==> src/rtl/lidar_frame_parser_core_assert.svh <==
// assertion macros for the lidar frame parser
`ifndef LIDAR_FRAME_PARSER_CORE_ASSERT_SVH
`define LIDAR_FRAME_PARSER_CORE_ASSERT_SVH
`ifndef NO_ASSERTIONS
`define LFP_ASSERT_NOW(lbl, ante, cons) \
  lbl: assert property (@(posedge clk_i) disable iff (!rst_ni) (ante) |-> (cons)) \
    else $error("lfp assertion failed");
`define LFP_ASSERT_NEXT(lbl, ante, cons) \
  lbl: assert property (@(posedge clk_i) disable iff (!rst_ni) (ante) |=> (cons)) \
    else $error("lfp assertion failed");
`else
`define LFP_ASSERT_NOW(lbl, ante, cons)
`define LFP_ASSERT_NEXT(lbl, ante, cons)
`endif
`endif

==> src/rtl/lfp_pkg.sv <==
package lfp_pkg;

  localparam logic [7:0]  HDR_FIRST        = 8'hA5;
  localparam logic [7:0]  HDR_SECOND       = 8'h5A;
  localparam logic [19:0] FULL_TURN        = 20'd576000;
  localparam logic [19:0] MIRROR_ANGLE     = 20'd712000;
  localparam logic [16:0] TURN_HUNDREDTHS  = 17'd36000;
  localparam int          POINTS_PER_FRAME = 16;

  typedef struct packed {
    logic [7:0] byte_value;
    logic       end_of_burst;
  } in_item_t;

  typedef struct packed {
    logic [15:0] point_distance;
    logic [19:0] point_angle;
    logic [9:0]  point_index;
    logic        last_of_run;
  } out_item_t;

endpackage

==> src/rtl/lfp_ram.sv <==
module lfp_ram #(
  parameter int WIDTH = 8,
  parameter int DEPTH = 128
) (
  input  logic                     clk_i,
  input  logic                     we_i,
  input  logic [$clog2(DEPTH)-1:0] waddr_i,
  input  logic [WIDTH-1:0]         wdata_i,
  input  logic                     re_i,
  input  logic [$clog2(DEPTH)-1:0] raddr_i,
  output logic [WIDTH-1:0]         rdata_o
);

  logic [WIDTH-1:0] mem_q [DEPTH];

  always_ff @(posedge clk_i) begin
    if (we_i) begin
      mem_q[waddr_i] <= wdata_i;
    end
    if (re_i) begin
      rdata_o <= mem_q[raddr_i];
    end
  end

endmodule

==> src/rtl/lidar_frame_parser_core.sv <==
// lidar scan frame parser
// input channel: one received uart word per transfer (byte plus end-of-burst flag),
//   taken when in_valid_i is high and in_stall_o is low
// output channel: one point per transfer (distance, angle in 1/1600 degree, slot index,
//   last flag), taken when out_valid_o is high and out_stall_i is low
// every word is written to a circular byte history in a one-port-write, one-port-read ram;
// all frame fields are fetched back from that ram one byte at a time
// a word that starts nothing is only stored; a header candidate while hunting adds header
// reads; a decoded frame costs angle reads plus distance reads for each point, and lock
// releases two frames in a row; the fetch waits while the receiver stalls
// in_stall_o stays high while hunting or while a frame is being fetched; a point waits
// in the output register while out_stall_i is high, and the fetch engine waits behind it
// reset clears lock, frame position, slot and fill count; the history is not cleared and
// hunting waits until 2*FRAME_BYTES+2 bytes of the burst have been seen
module lidar_frame_parser_core
  import lfp_pkg::*;
#(
  parameter int FRAME_BYTES   = 58,
  parameter int MAX_POINTS    = 1024,
  parameter int HISTORY_DEPTH = 128
) (
  input  logic      clk_i,
  input  logic      rst_ni,
  input  logic      in_valid_i,
  output logic      in_stall_o,
  input  in_item_t  in_data_i,
  output logic      out_valid_o,
  input  logic      out_stall_i,
  output out_item_t out_data_o
);

`include "lidar_frame_parser_core_assert.svh"

  localparam int SCAN_SPAN = 2 * FRAME_BYTES + 2;
  localparam int IW        = $clog2(SCAN_SPAN + 1);
  localparam int AW        = $clog2(HISTORY_DEPTH);
  localparam int CW        = ((AW > IW) ? AW : IW) + 1;

  typedef enum logic [1:0] {ST_IDLE, ST_HUNT, ST_HDR, ST_PT} state_e;

  state_e          state_q;
  logic [2:0]      step_q;
  logic            hunt_ok_q;
  logic [IW-1:0]   base_q;
  logic            second_q;
  logic            eob_q;
  logic            locked_q;
  logic [5:0]      pos_q;
  logic            hg_q;
  logic [5:0]      slot_q;
  logic [5:0]      cur_slot_q;
  logic [IW-1:0]   fill_q;
  logic [AW-1:0]   wp_q;
  logic [7:0]      prev_q;
  logic [15:0]     s_q;
  logic [7:0]      shi_q, ehi_q, dhi_q, dlo_q;
  logic [17:0]     span_q;
  logic [19:0]     a_q;
  logic [3:0]      k_q;
  logic [IW-1:0]   didx_q;
  logic            oob_q;
  logic            out_valid_q;
  out_item_t       out_q;

  // ram access
  logic [IW-1:0]   rd_idx;
  logic            re;
  logic [AW-1:0]   raddr, wp_d;
  logic [CW-1:0]   wp_ext, idx_ext, addr_ext;
  logic [7:0]      ram_rdata, rdat;
  logic            accept;

  // arithmetic
  logic [15:0]     e_val;
  logic [16:0]     e_adj;
  logic [17:0]     span_full;
  logic [19:0]     a_init_raw, a_init;
  logic [21:0]     a_sum;
  logic [19:0]     a_next, m_raw, m_val;
  logic            emit, last_pt, out_take;

  // byte handling
  logic [IW-1:0]   fill_d;
  logic            hdr_now, hg_d;

  function automatic logic slot_open(input logic [5:0] s);
    return 11'({s, 4'b0000}) < 11'(MAX_POINTS - POINTS_PER_FRAME);
  endfunction

  assign accept   = (state_q == ST_IDLE) && in_valid_i;
  assign wp_d     = (wp_q == AW'(HISTORY_DEPTH - 1)) ? '0 : wp_q + AW'(1);

  always_comb begin
    rd_idx = '0;
    re     = 1'b0;
    case (state_q)
      ST_HUNT: begin
        re = (step_q < 3'd4);
        case (step_q)
          3'd0:    rd_idx = IW'(2 * FRAME_BYTES + 1);
          3'd1:    rd_idx = IW'(2 * FRAME_BYTES);
          3'd2:    rd_idx = IW'(FRAME_BYTES + 1);
          default: rd_idx = IW'(FRAME_BYTES);
        endcase
      end
      ST_HDR: begin
        re = (step_q < 3'd4);
        case (step_q)
          3'd0:    rd_idx = base_q - IW'(5);
          3'd1:    rd_idx = base_q - IW'(6);
          3'd2:    rd_idx = base_q - IW'(55);
          default: rd_idx = base_q - IW'(56);
        endcase
      end
      ST_PT: begin
        re     = (step_q < 3'd2);
        rd_idx = (step_q == 3'd0) ? didx_q : didx_q - IW'(1);
      end
      default: ;
    endcase
  end

  // newest byte sits at wp_q; history index i lives at wp_q - i, wrapped
  assign wp_ext   = CW'(wp_q);
  assign idx_ext  = CW'(rd_idx);
  assign addr_ext = (wp_ext >= idx_ext) ? wp_ext - idx_ext
                                        : wp_ext + CW'(HISTORY_DEPTH) - idx_ext;
  assign raddr    = addr_ext[AW-1:0];

  lfp_ram #(
    .WIDTH (8),
    .DEPTH (HISTORY_DEPTH)
  ) u_hist (
    .clk_i   (clk_i),
    .we_i    (accept),
    .waddr_i (wp_d),
    .wdata_i (in_data_i.byte_value),
    .re_i    (re),
    .raddr_i (raddr),
    .rdata_o (ram_rdata)
  );

  // indices past the history read as zero
  assign rdat = oob_q ? 8'h00 : ram_rdata;

  // start/end angle and first point
  assign e_val      = {ehi_q, rdat};
  assign e_adj      = {1'b0, e_val} + ((s_q > e_val) ? TURN_HUNDREDTHS : 17'd0);
  // two's complement, negative when a start above 360 degrees wraps past the end
  assign span_full  = {1'b0, e_adj} - {2'b00, s_q};
  assign a_init_raw = {s_q, 4'b0000};
  assign a_init     = (a_init_raw > FULL_TURN) ? a_init_raw - FULL_TURN : a_init_raw;

  // step to the next point; a positive span folds down once, a negative one folds up once
  assign a_sum  = {2'b00, a_q} + {{4{span_q[17]}}, span_q};
  assign a_next = (span_q[17] && (a_sum[21] || (a_sum == '0))) ? 20'(a_sum + 22'(FULL_TURN))
                : (a_sum > 22'(FULL_TURN)) ? 20'(a_sum - 22'(FULL_TURN)) : a_sum[19:0];
  assign m_raw  = MIRROR_ANGLE - a_q;
  assign m_val  = (m_raw > FULL_TURN) ? m_raw - FULL_TURN : m_raw;

  assign out_take = out_valid_q && !out_stall_i;
  assign emit     = (state_q == ST_PT) && (step_q == 3'd3) && (!out_valid_q || !out_stall_i);
  assign last_pt  = (k_q == 4'd15) && !second_q;

  assign fill_d  = (fill_q < IW'(SCAN_SPAN)) ? fill_q + IW'(1) : fill_q;
  assign hdr_now = (prev_q == HDR_FIRST) && (in_data_i.byte_value == HDR_SECOND);
  assign hg_d    = (pos_q == 6'd1) ? hdr_now : hg_q;

  always_ff @(posedge clk_i or negedge rst_ni) begin
    if (!rst_ni) begin
      state_q     <= ST_IDLE;
      step_q      <= '0;
      locked_q    <= 1'b0;
      pos_q       <= '0;
      hg_q        <= 1'b0;
      slot_q      <= '0;
      fill_q      <= '0;
      wp_q        <= '0;
      second_q    <= 1'b0;
      eob_q       <= 1'b0;
      hunt_ok_q   <= 1'b0;
      out_valid_q <= 1'b0;
    end else begin
      if (re) begin
        oob_q <= (idx_ext >= CW'(HISTORY_DEPTH));
      end
      if (out_take) begin
        out_valid_q <= 1'b0;
      end

      unique case (state_q)
        ST_IDLE: begin
          if (accept) begin
            wp_q   <= wp_d;
            prev_q <= in_data_i.byte_value;
            fill_q <= fill_d;
            eob_q  <= in_data_i.end_of_burst;
            step_q <= '0;
            if (locked_q) begin
              hg_q <= hg_d;
              if (pos_q >= 6'(FRAME_BYTES - 1)) begin
                pos_q <= '0;
                if (slot_open(slot_q)) begin
                  slot_q <= slot_q + 6'd1;
                  if (hg_d) begin
                    state_q    <= ST_HDR;
                    base_q     <= IW'(FRAME_BYTES - 1);
                    cur_slot_q <= slot_q;
                    second_q   <= 1'b0;
                  end
                end
              end else begin
                pos_q <= pos_q + 6'd1;
              end
            end else if ((fill_d == IW'(SCAN_SPAN)) && hdr_now) begin
              state_q   <= ST_HUNT;
              hunt_ok_q <= 1'b1;
            end
            // nothing started: drop the lock right away on burst end
            if (in_data_i.end_of_burst && !(locked_q && (pos_q >= 6'(FRAME_BYTES - 1))
                && slot_open(slot_q) && hg_d)
                && !(!locked_q && (fill_d == IW'(SCAN_SPAN)) && hdr_now)) begin
              locked_q <= 1'b0;
              fill_q   <= '0;
              pos_q    <= '0;
              hg_q     <= 1'b0;
              slot_q   <= '0;
            end
          end
        end

        ST_HUNT: begin
          step_q <= step_q + 3'd1;
          if (step_q != 3'd0) begin
            if (rdat != (step_q[0] ? HDR_FIRST : HDR_SECOND)) begin
              hunt_ok_q <= 1'b0;
            end
          end
          if (step_q == 3'd4) begin
            step_q <= '0;
            if (hunt_ok_q && (rdat == HDR_SECOND)) begin
              locked_q   <= 1'b1;
              slot_q     <= 6'd2;
              pos_q      <= 6'd2;
              hg_q       <= 1'b1;
              state_q    <= ST_HDR;
              base_q     <= IW'(2 * FRAME_BYTES + 1);
              cur_slot_q <= 6'd0;
              second_q   <= 1'b1;
            end else begin
              state_q <= ST_IDLE;
              if (eob_q) begin
                fill_q <= '0;
              end
            end
          end
        end

        ST_HDR: begin
          step_q <= step_q + 3'd1;
          case (step_q)
            3'd1: shi_q <= rdat;
            3'd2: s_q   <= {shi_q, rdat};
            3'd3: ehi_q <= rdat;
            3'd4: begin
              span_q  <= span_full;
              a_q     <= a_init;
              k_q     <= '0;
              didx_q  <= base_q - IW'(7);
              step_q  <= '0;
              state_q <= ST_PT;
            end
            default: ;
          endcase
        end

        ST_PT: begin
          if (step_q == 3'd1) begin
            dhi_q <= rdat;
          end
          if (step_q == 3'd2) begin
            dlo_q <= rdat;
          end
          if (step_q != 3'd3) begin
            step_q <= step_q + 3'd1;
          end
          if (emit) begin
            out_valid_q          <= 1'b1;
            out_q.point_distance <= {dhi_q, dlo_q};
            out_q.point_angle    <= m_val;
            out_q.point_index    <= {cur_slot_q, k_q};
            out_q.last_of_run    <= last_pt;
            a_q                  <= a_next;
            k_q                  <= k_q + 4'd1;
            didx_q               <= didx_q - IW'(3);
            step_q               <= '0;
            if (k_q == 4'd15) begin
              if (second_q) begin
                state_q    <= ST_HDR;
                base_q     <= IW'(FRAME_BYTES + 1);
                cur_slot_q <= 6'd1;
                second_q   <= 1'b0;
              end else begin
                state_q <= ST_IDLE;
                if (eob_q) begin
                  locked_q <= 1'b0;
                  fill_q   <= '0;
                  pos_q    <= '0;
                  hg_q     <= 1'b0;
                  slot_q   <= '0;
                end
              end
            end
          end
        end

        default: state_q <= ST_IDLE;
      endcase
    end
  end

  assign in_stall_o  = (state_q != ST_IDLE);
  assign out_valid_o = out_valid_q;
  assign out_data_o  = out_q;

  `LFP_ASSERT_NOW(a_lock_full, locked_q, fill_q == IW'(SCAN_SPAN))
  `LFP_ASSERT_NOW(a_pos_range, locked_q, {1'b0, pos_q} < 7'(FRAME_BYTES))
  `LFP_ASSERT_NOW(a_angle_range, out_valid_q, out_q.point_angle <= FULL_TURN)
  `LFP_ASSERT_NEXT(a_last_idle, emit && last_pt, state_q == ST_IDLE)

endmodule
==> config.mk <==
export PLATFORM = sky130hd
export DESIGN_NAME = lidar_frame_parser_core
export DESIGN_NICKNAME = d
export VERILOG_FILES = /design/src/rtl/lfp_pkg.sv /design/src/rtl/lfp_ram.sv /design/src/rtl/lidar_frame_parser_core.sv
export VERILOG_INCLUDE_DIRS = /design/src /design/src/rtl
export SDC_FILE = /design/constraint.sdc
export NUM_CORES = 1
export LEC_CHECK = 0
export ABC_CLOCK_PERIOD_IN_PS = 6500
export BUFFER_PORTS_ARGS = -buffer_cell sky130_fd_sc_hd__buf_2
export CAP_MARGIN = 20
export CORE_AREA = 2 2 292 294
export CTS_CLUSTER_SIZE = 12
export DETAILED_ROUTE_END_ITERATION = 8
export DIE_AREA = 0 0 294 296
export PLACE_DENSITY_LB_ADDON = 0.25
export SLEW_MARGIN = 20
export SYNTH_ARGS = -nofsm -noshare
export SYNTH_HDL_FRONTEND = slang
export SYNTH_SLANG_ARGS = --single-unit
==> constraint.sdc <==
create_clock -name clk_i -period 6.5 [get_ports clk_i]
set_clock_uncertainty 0.1 [all_clocks]
set_input_delay 1.625 -clock clk_i [delete_from_list [all_inputs] [get_ports clk_i]]
set_output_delay 1.625 -clock clk_i [all_outputs]
set_load 0.02 [all_outputs]
== Yosys cells after proc, flatten, opt, wreduce, memory -nomap -nowiden ==
Memories as Yosys holds them, arrays and structs flattened. A register that Yosys moved wholly into a read port is not among the register bits.
Cells that the tools add are included.
Word-level totals
  memories kept: 1
  flip-flop bits (word level): 203
  output and inout bits: 49
  word-level logic and storage cells: 284
  bits of input ports: 13
  bits in writable memories: 1024
Memory list
  u_hist.mem_q: depth 128, bits a word 8, read ports 1, clocked after memory_dff 1, wr ports 1, RTL line lfp_ram.sv:14  | logic [WIDTH-1:0] mem_q [DEPTH];
Cells by class
  add/subtract/negate cells: 24
  order comparisons: 11
  muxes and demuxes: 123
  equality and inequality tests: 43
  reduce and logical (&&, ||, !) cells: 53
Operators by type and width (number)
  $mux 7: 24
  $mux 6: 25
  $mux 20: 6
  $pmux 7 s3: 5
  $sub 20x20->20 const B: 3
  $pmux 6 s3: 3
  $gt 20x20->1 const B: 2
  $pmux 20 s2: 1
  $mux 1: 29
  $ne 2x2->1 const B: 14
  $reduce_and 9->1: 3
  $mux 2: 12
  $reduce_and 3->1: 8
  $add 21x18->22: 1
  $gt 22x20->1 const B: 1
  $logic_not 22->1: 1
  $add 7x1->7 const B: 3
  $sub 7x3->7 const B: 3
  $add 20x20->20 const B: 1
  $sub 20x20->20 const A: 1
  $ne 3x2->1 const B: 6
  $sub 17x16->18: 1
  $add 16x16->17: 1
  $eq 8x7->1 const B: 2
  other kinds (53): 98

== Longest topological paths before layout ==
Gate-level depths: netlist of run 1.
  depth after elaboration: 10
  gate-level depth with buffers: 24
  gate-level depth less buffers: 24

== By module ==
Synthesis of run 1 repeated with hierarchy kept, for this count alone.
Second synthesis, totals
  cell total of the unflattened synthesis: 2851
  area total of the unflattened synthesis: 52325.2 um^2
By module, submodules not included
  lfp_ram: area an instance 39741.9 um^2, cells an instance 1635, instances 1
  lidar_frame_parser_core: area an instance 12583.3 um^2, cells an instance 1216, instances 1

== Worst setup path after synthesis of run 1 ==
Ideal clock, no wire load.
  path kind: register -> register
  from: reg step_q[2]
  to: reg u_hist.rdata_o[0] (read register of u_hist.mem_q), data pin
  arrival time: 4496 ps
  slack: 1644 ps
  path buffers: 2
  stages on the path, launching flop included: 16
  library setup time: 260 ps
  data required time: 6140 ps
  cell sequence: dfrtp_1 > clkbuf_1 > nor2_1 > nand2_1 > inv_1 > ha_1 > o22ai_1 > o21ai_0 > a31o_2 > fa_1 > xnor2_1 > clkbuf_1 > mux4_2 > mux2i_1 > mux2i_1 > mux2_2
Between the ends
  word-level cells in the longest chain between the ends: 5
  elaborated cells on any way between the ends: 14
  classes of those cells: add/sub: 2; order compare: 3; eq/ne: 2; mux: 6; reduce/logical: 1
Ends and longest elaborated chain
  start, declared: RTL line lidar_frame_parser_core.sv:42  | logic [2:0] step_q;
  start signal, assigned: RTL line lidar_frame_parser_core.sv:233  | step_q <= step_q + 3'd1;
  start signal, assigned: RTL line lidar_frame_parser_core.sv:260  | step_q <= step_q + 3'd1;
  start signal, assigned: RTL line lidar_frame_parser_core.sv:285  | step_q <= step_q + 3'd1;
  $eq 3x2->1, or another cell as far along: RTL line lidar_frame_parser_core.sv:99, lidar_frame_parser_core.sv:108
  $pmux 7 s3, or another cell as far along: RTL line lidar_frame_parser_core.sv:108  | case (step_q)
  $pmux 7 s3: RTL line lidar_frame_parser_core.sv:96  | case (state_q)
  $sub 7x7->7, or another cell as far along: RTL line lidar_frame_parser_core.sv:127  | : wp_ext + CW'(HISTORY_DEPTH) - idx_ext;
  $mux 7: RTL line lidar_frame_parser_core.sv:126  | assign addr_ext = (wp_ext >= idx_ext) ? wp_ext - idx_ext
  end, declared: RTL line lfp_ram.sv:11  | output logic [WIDTH-1:0] rdata_o
Several ways; a longest one is shown, not always the timed one.
A chain may end at the register's enable or synchronous reset.

== Worst setup path after layout of run 1 ==
Ends and elaborated chain as after synthesis.

==> results of run 1 <==
report_power, final:
group,internal (W),switching (W)
clock network,0.00357,0.00277
registers,0.00888,0.0000781
logic,0.00205,0.00270
layout make-up:
class	instances	area, um2
well taps	1090	1360
multi-input cells	1438	14900
clock inverters	25	259
inverters	90	338
repair buffers	114	890
flip-flops and latches	1230	36800
clock buffers	159	3190
fillers	5189	26500
routing by layer:
layer,routed length (um),share of wire (%)
met5,0,0
met1,45800,39
met2,57900,49
met4,3900,3.3
met3,10400,8.8
state kept, by name (all words and copies together), names as in the netlist, 2 cells and up:
| signal | cells |
|---|---|
| a_q | 20 |
| base_q | 3 |
| cur_slot_q | 6 |
| dhi_q | 8 |
| didx_q | 7 |
| dlo_q | 8 |
| ehi_q | 8 |
| fill_q | 7 |
| k_q | 4 |
| out_data_o | 47 |
| pos_q | 6 |
| prev_q | 8 |
| s_q | 16 |
| shi_q | 8 |
| slot_q | 6 |
| span_q | 18 |
| state_q | 2 |
| step_q | 3 |
| u_hist.mem_q | 1024 |
| u_hist.rdata_o | 8 |
| wp_q | 7 |
cells in the final DEF, fill, tap and decap left out, drive strengths merged, types with 30 or more instances in the layout:
master	instances
xnor2	59
clkbuf	159
a21oi	67
nor3	30
nor2	233
mux4	320
mux2i	57
inv	91
buf	114
ha	102
nand2	123
edfxtp	1193
o21ai	80
dfrtp	37
nand3	36
xor2	34
cells in the mapped netlist, types with 5 or more instances:
cell / instances / area, um2
edfxtp_1: 1193 / 35800
mux4_2: 320 / 7210
nor2_1: 233 / 875
nand2_1: 123 / 462
ha_1: 102 / 1280
inv_1: 89 / 334
clkbuf_1: 83 / 312
o21ai_0: 76 / 380
a21oi_1: 66 / 330
mux2i_1: 57 / 571
xnor2_1: 57 / 499
dfrtp_1: 37 / 926
nand3_1: 36 / 180
xor2_1: 34 / 298
nor3_1: 30 / 150
buf_1: 23 / 86.3
and3_1: 22 / 138
mux2_2: 18 / 203
a21o_1: 16 / 120
and2_1: 14 / 87.6
nand4_1: 13 / 81.3
o21bai_1: 11 / 82.6
a31oi_1: 10 / 62.6
nand2b_1: 9 / 56.3
nor2b_1: 9 / 56.3
nor4_1: 9 / 56.3
a21boi_0: 8 / 60.1
clkbuf_8: 8 / 110
fa_1: 8 / 160
o211ai_1: 8 / 60.1
o31ai_1: 8 / 60.1
a211oi_1: 7 / 52.6
nor3b_1: 7 / 52.6
a22oi_1: 6 / 45.0
nand3b_1: 6 / 45.0
o211a_1: 6 / 60.1
o21a_1: 5 / 37.5
or2_2: 5 / 31.3
or3_1: 5 / 31.3
or4_1: 5 / 37.5
how the worst min path moves through the flow:
stage,startpoint,to,slack [ns],depth (start not counted)
floorplan,cur_slot_q[5]$_SDFFCE_PN0P_,out_data_o[10]$_DFFE_PP_,0.30,0
global placement,dhi_q[5]$_DFFE_PP_,out_data_o[44]$_DFFE_PP_,0.30,0
detailed placement,dlo_q[5]$_DFFE_PP_,out_data_o[36]$_DFFE_PP_,0.30,0
CTS,dlo_q[0]$_DFFE_PP_,out_data_o[31]$_DFFE_PP_,0.32,0
global route,shi_q[1]$_DFFE_PP_,s_q[9]$_DFFE_PP_,0.32,0
finish,cur_slot_q[3]$_SDFFCE_PN0P_,out_data_o[8]$_DFFE_PP_,0.32,0
through the flow:
step | util, % | cells | area [um2] | power [W] | hold slack (ns)
after CTS | 68.4 | 4145 | 57600 | 0.0201 | 0.317
after global placement | 64.3 | 3961 | 54200 | 0.0137 | 0.301
after detailed placement | 64.3 | 3961 | 54200 | 0.0138 | 0.305
after global routing | 68.5 | 4146 | 57700 | 0.0206 | 0.325
final | 68.5 | 4146 | 57700 | 0.0201 | 0.317
after floorplan | - | 2878 | 52400 | 0.0121 | 0.300
kinds of logic after synthesis:
| kind of cell | after synthesis | share of synthesized area (%) |
|---|---|---|
| adder cells (fa/ha/maj) | 110 | 2.74 |
| flip-flops | 1230 | 70.1 |
| XOR/XNOR | 93 | 1.58 |
| buffers and inverters | 210 | 1.70 |
| multiplexers | 395 | 15.2 |
| AO/OA/AOI/OAI | 291 | 3.80 |
| AND/OR/NAND/NOR | 549 | 4.89 |
==> flow_metrics.tcl, run 1 <==
set metrics [dict create \
    finalNetCount 3116 \
    clock_latency_ns 0.69 \
    max_cap_viol_count 0 \
    crit_cells 15 \
    drtIter0Drc 3266 \
    cellLeakagePower_nw 19.0 \
    clockRootBuffer "clkbuf_16" \
    grt_pass1_wl_um 178000 \
    worstRegToRegCells 15 \
    hold_violations 0 \
    critPathRequiredTime_ns 6.82 \
    vias 27700 \
    synthCells 2878 \
    synth_cell_types 95 \
    dp_hpwl_um 71900 \
    cts_resized 0 \
    tritoncts.num_buffers 119 \
    period_needed_ns 6.09 \
    endpoint "u_hist.rdata_o[0]$_DFFE_PP_" \
    ant_nets 0 \
    crit_start "step_q[2]$_DFFE_PN0P_" \
    grtUsageTotal_pct 27.8 \
    critPathKind "flop to flop" \
    r2r_start "step_q[2]$_DFFE_PN0P_" \
    drt_pass1_iterations 6 \
    relSlewSlack_pct 23.3 \
    core_um2 84200 \
    numPortBuffers 61 \
    ys_seq_area_share_pct 70.1 \
    worst_pin_slew_ns 1.15 \
    cp_max_fo 40 \
    cp-start-kind "flop" \
    crit_buf_inv 3 \
    die_x_um 294 \
    diodes 0 \
    setup_viol 0 \
    wire_per_inst_um 28.5 \
    top_usage_layer "met2" \
    synth_nets 3001 \
    syn_area_um2 52400 \
    die-area_um2 87000 \
    reg2reg_to "u_hist.rdata_o[0]$_DFFE_PP_" \
    antenna_found_initial 1 \
    grt_max_degree 110 \
    power.density_nw_per_um2 348 \
    status "completed" \
    clock_path_buffers 3 \
    cp.arrival_ns 6.40 \
    grt_overflow_total 0 \
    vdd_drop_max_uv 363 \
    drc_errors 0 \
    area_growth_pct 9.95 \
    rrSetupSlack_ns 0.41 \
    clock_sinks 1230 \
    via_per_inst 6.68 \
    finalWirelength_um 118000 \
    post-place-ws_ns 0.638 \
    crit_family "multiplexers" \
    synth_flop_cell "edfxtp_1" \
    syn_avg_cell_area_um2 18.2 \
    met3_usage_pct 4.66 \
    num_rows 107 \
    timing.final.crit_share_pct 93.6 \
    slowest_stage "fa_4" \
    fin_tns_setup_ns 0 \
    worst_setup_path_end_kind "flop" \
    use_met2_pct 44.9 \
    cts_tree "yes" \
    ys_ff_latch 1230 \
    post-route-worst-setup-slack_ns 0.414 \
    rsz0062_at_grt "false" \
    cts_setup_buffers 0 \
    fmax_mhz 164 \
    path_cells "nor2_1, nand2_1, inv_1, ha_1, o22ai_1, o21ai_0, a31o_2, fa_4, buf_12, buf_12, mux4_2, mux4_2, mux2i_1, mux2i_1, mux2_2" \
    synth_edf_count 1193 \
    final_max_slew_viol_count 0 \
    cts_hold_buf 0 \
    ioPinCount 62 \
    synth-warning-count 0 \
    path_clk_slew_ns 0.06 \
    grt_util_met1_pct 39.2 \
    async_flop_share_pct 3.01 \
    hold_path.class "flop to flop" \
    grt_pass1_vias 28000 \
    place_congestion 0.880 \
    h-tree-depth 3 \
    drive_gt1_share_pct 20.7 \
    die_h_um 296 \
    slowest_delay_ns 1.08 \
    start_util_pct 62.3 \
]
No activity file was read; power rests on OpenSTA's default activity.
==> run 2: changes to the inputs <==
- ABC_AREA: not set -> 1
- CORE_AREA: 2 2 292 294 -> 2 2 296 298
- DIE_AREA: 0 0 294 296 -> 0 0 298 300
==> flow_metrics.tcl, run 2 <==
set metrics [dict create \
    critPathKind "flop to flop" \
    tritoncts.num_buffers 130 \
    seq_area_um2 36800 \
    holdCritStartpoint "shi_q[7]$_DFFE_PP_" \
    numPortBuffers 61 \
    drtIter0Drc 4735 \
    grt_pass1_vias 36000 \
    die-area_um2 89400 \
    core_um2 86200 \
    status "completed" \
    drive_gt1_share_pct 7.54 \
    synth_edf_count 1193 \
    relSlewSlack_pct 28.2 \
    synth_adder_area_share_pct 2.66 \
    setup_viol 0 \
    worstRegToRegCells 20 \
    use_met2_pct 48.5 \
    critPathRequiredTime_ns 6.89 \
    grtUsageTotal_pct 30.2 \
    multiInputGateArea_um2 15400 \
    hold_path.class "flop to flop" \
    synth_common_cells "edfxtp_1, nor2_1, nand2_1" \
    dp_hpwl_um 80400 \
    start_util_pct 62.7 \
    largest_reg_flops 1024 \
    finalWirelength_um 137000 \
    diodes 0 \
    r2r_start "step_q[1]$_DFFE_PN0P_" \
    synth-warning-count 0 \
    syn_avg_cell_area_um2 11.5 \
    crit_start "step_q[1]$_DFFE_PN0P_" \
    path_clk_slew_ns 0.06 \
    fillers 6090 \
    cp_max_fo 34 \
    synth-simple-area-share_pct 12.9 \
    wire_per_inst_um 23.0 \
    synth_nets 4825 \
    top_usage_layer "met2" \
    die_x_um 298 \
    layout_commonest_cell "edfxtp_1" \
    period_needed_ns 6.24 \
    cp.arrival_ns 6.63 \
    syn_area_um2 54100 \
    finalNetCount 4831 \
    grt_util_met1_pct 40.8 \
    ys_top_cells_by_area "edfxtp_1, o21ai_0, nor2_1" \
    met3_usage_pct 6.32 \
    fmax_mhz 160 \
    rrSetupSlack_ns 0.26 \
    ys_seq_area_share_pct 68.0 \
    ioPinCount 62 \
    fin_tns_setup_ns 0 \
    hold_violations 0 \
    ys_ff_latch 1230 \
    grt_overflow_total 0 \
    synthMuxAreaShare_pct 0 \
    antenna_found_initial 1 \
    worst_pin_slew_ns 1.07 \
    synth_compound_gate_area_share_pct 11.5 \
    reg2reg_to "u_hist.rdata_o[4]$_DFFE_PP_" \
    ant_nets 0 \
    synthCells 4702 \
    synth_flop_cell "edfxtp_1" \
    design_area_um2 59400 \
    grt_max_degree 212 \
    via_per_inst 6.27 \
    timing.final.crit_share_pct 96.0 \
    clockRootBuffer "clkbuf_16" \
    cp-start-kind "flop" \
    synth_top_family_by_area "simple AND/OR/NAND/NOR gates" \
    endpoint "u_hist.rdata_o[4]$_DFFE_PP_" \
    grt_pass1_wl_um 207000 \
    clock_sinks 1230 \
    max_cap_viol_count 0 \
    clock_path_buffers 3 \
    synth.top_cell.area_share_pct 66.3 \
    area_growth_pct 9.78 \
    final_max_slew_viol_count 0 \
    drc_errors 0 \
    cts_setup_buffers 0 \
    cts_hold_buf 0 \
    regMostFlops "u_hist.mem_q" \
    synth_most_common_cell "edfxtp_1" \
    synth_cell_types 54 \
    synth_xor_area_share_pct 1.18 \
    h-tree-depth 4 \
    die_h_um 300 \
    yosys.area.top_type "edfxtp_1" \
    worst_setup_path_end_kind "flop" \
    cts_resized 0 \
    post_dp_cell_area_um2 55500 \
    final_cell_mix "edfxtp_1, nor2_1, nand2_1" \
    place_congestion 0.894 \
    drt_pass1_iterations 6 \
    cts_tree "yes" \
    vias 37200 \
    async_flop_share_pct 3.01 \
    rsz0062_at_grt "false" \
    num_rows 108 \
    clock_latency_ns 0.74 \
]
[run 2: worst max-delay path, stage by stage (launching register included)]
cell and delay (ns):
dfrtp_1 0.38, inv_1 0.15, ha_1 0.19, inv_1 0.05, nor2_1 0.40, nor2_1 0.11, inv_1 0.21, nand2_1 0.08
o21ai_0 0.14, nand2_1 0.06, o21ai_0 0.26, ha_1 0.38, a21oi_1 0.21, nand3_1 0.09, nand2_1 0.10, buf_4 0.36
clkinv_1 0.94, o311ai_0 1.17, nand2_1 0.35, nand2_1 0.17, nand2_1 0.07
[run 2: cell families (layout without fill, tap and decap cells)]
logic type / Yosys count / count (layout)
buffers and inverters: 522 / 609
AO/OA/AOI/OAI: 1068 / 1068
flip-flops: 1230 / 1230
XOR/XNOR: 71 / 71
adder cells (fa/ha/maj): 110 / 110
AND/OR/NAND/NOR: 1701 / 1701
[run 2: worst min path at each step]
stage	endpoint	depth (start not counted)	slack (ns)
3_3_place_gp	out_data_o[40]$_DFFE_PP_	0	0.30
3_5_place_dp	out_data_o[31]$_DFFE_PP_	0	0.30
6_report	s_q[15]$_DFFE_PP_	0	0.31
2_1_floorplan	out_data_o[10]$_DFFE_PP_	0	0.30
4_1_cts	s_q[15]$_DFFE_PP_	0	0.31
5_1_grt	s_q[15]$_DFFE_PP_	0	0.32
[run 2: layer usage]
metal | vias up | share of wire, %
li1 | 16900 | -
met1 | 17900 | 39
met2 | 2047 | 47
met3 | 355 | 10
met4 | 2 | 3.8
met5 | - | 0.0081
[run 2: per-stage QoR]
stage / std cells / setup WS [ns] / hold slack [ns] / util [%]
after global routing: 5944 / 0.0161 / 0.318 / 68.9
after floorplan: 4702 / 1.77 / 0.300 / -
after detailed placement: 5731 / 0.909 / 0.305 / 64.4
after CTS: 5944 / 0.858 / 0.310 / 68.8
final: 5944 / 0.258 / 0.314 / 68.9
after global placement: 5731 / 0.880 / 0.301 / 64.4
[run 2: layout make-up]
cell class / instances / share of cell area, %
Multi-Input combinational cell: 2950 / 25.9
Timing Repair Buffer: 116 / 1.42
Clock buffer: 176 / 5.91
Tap cell: 1155 / 2.43
Sequential cell: 1230 / 61.9
Inverter: 280 / 1.80
Clock inverter: 37 / 0.584
Power of run 2 is not shown: default switching activity piles up to over one toggle a cycle in this logic, so the estimate is an artifact.
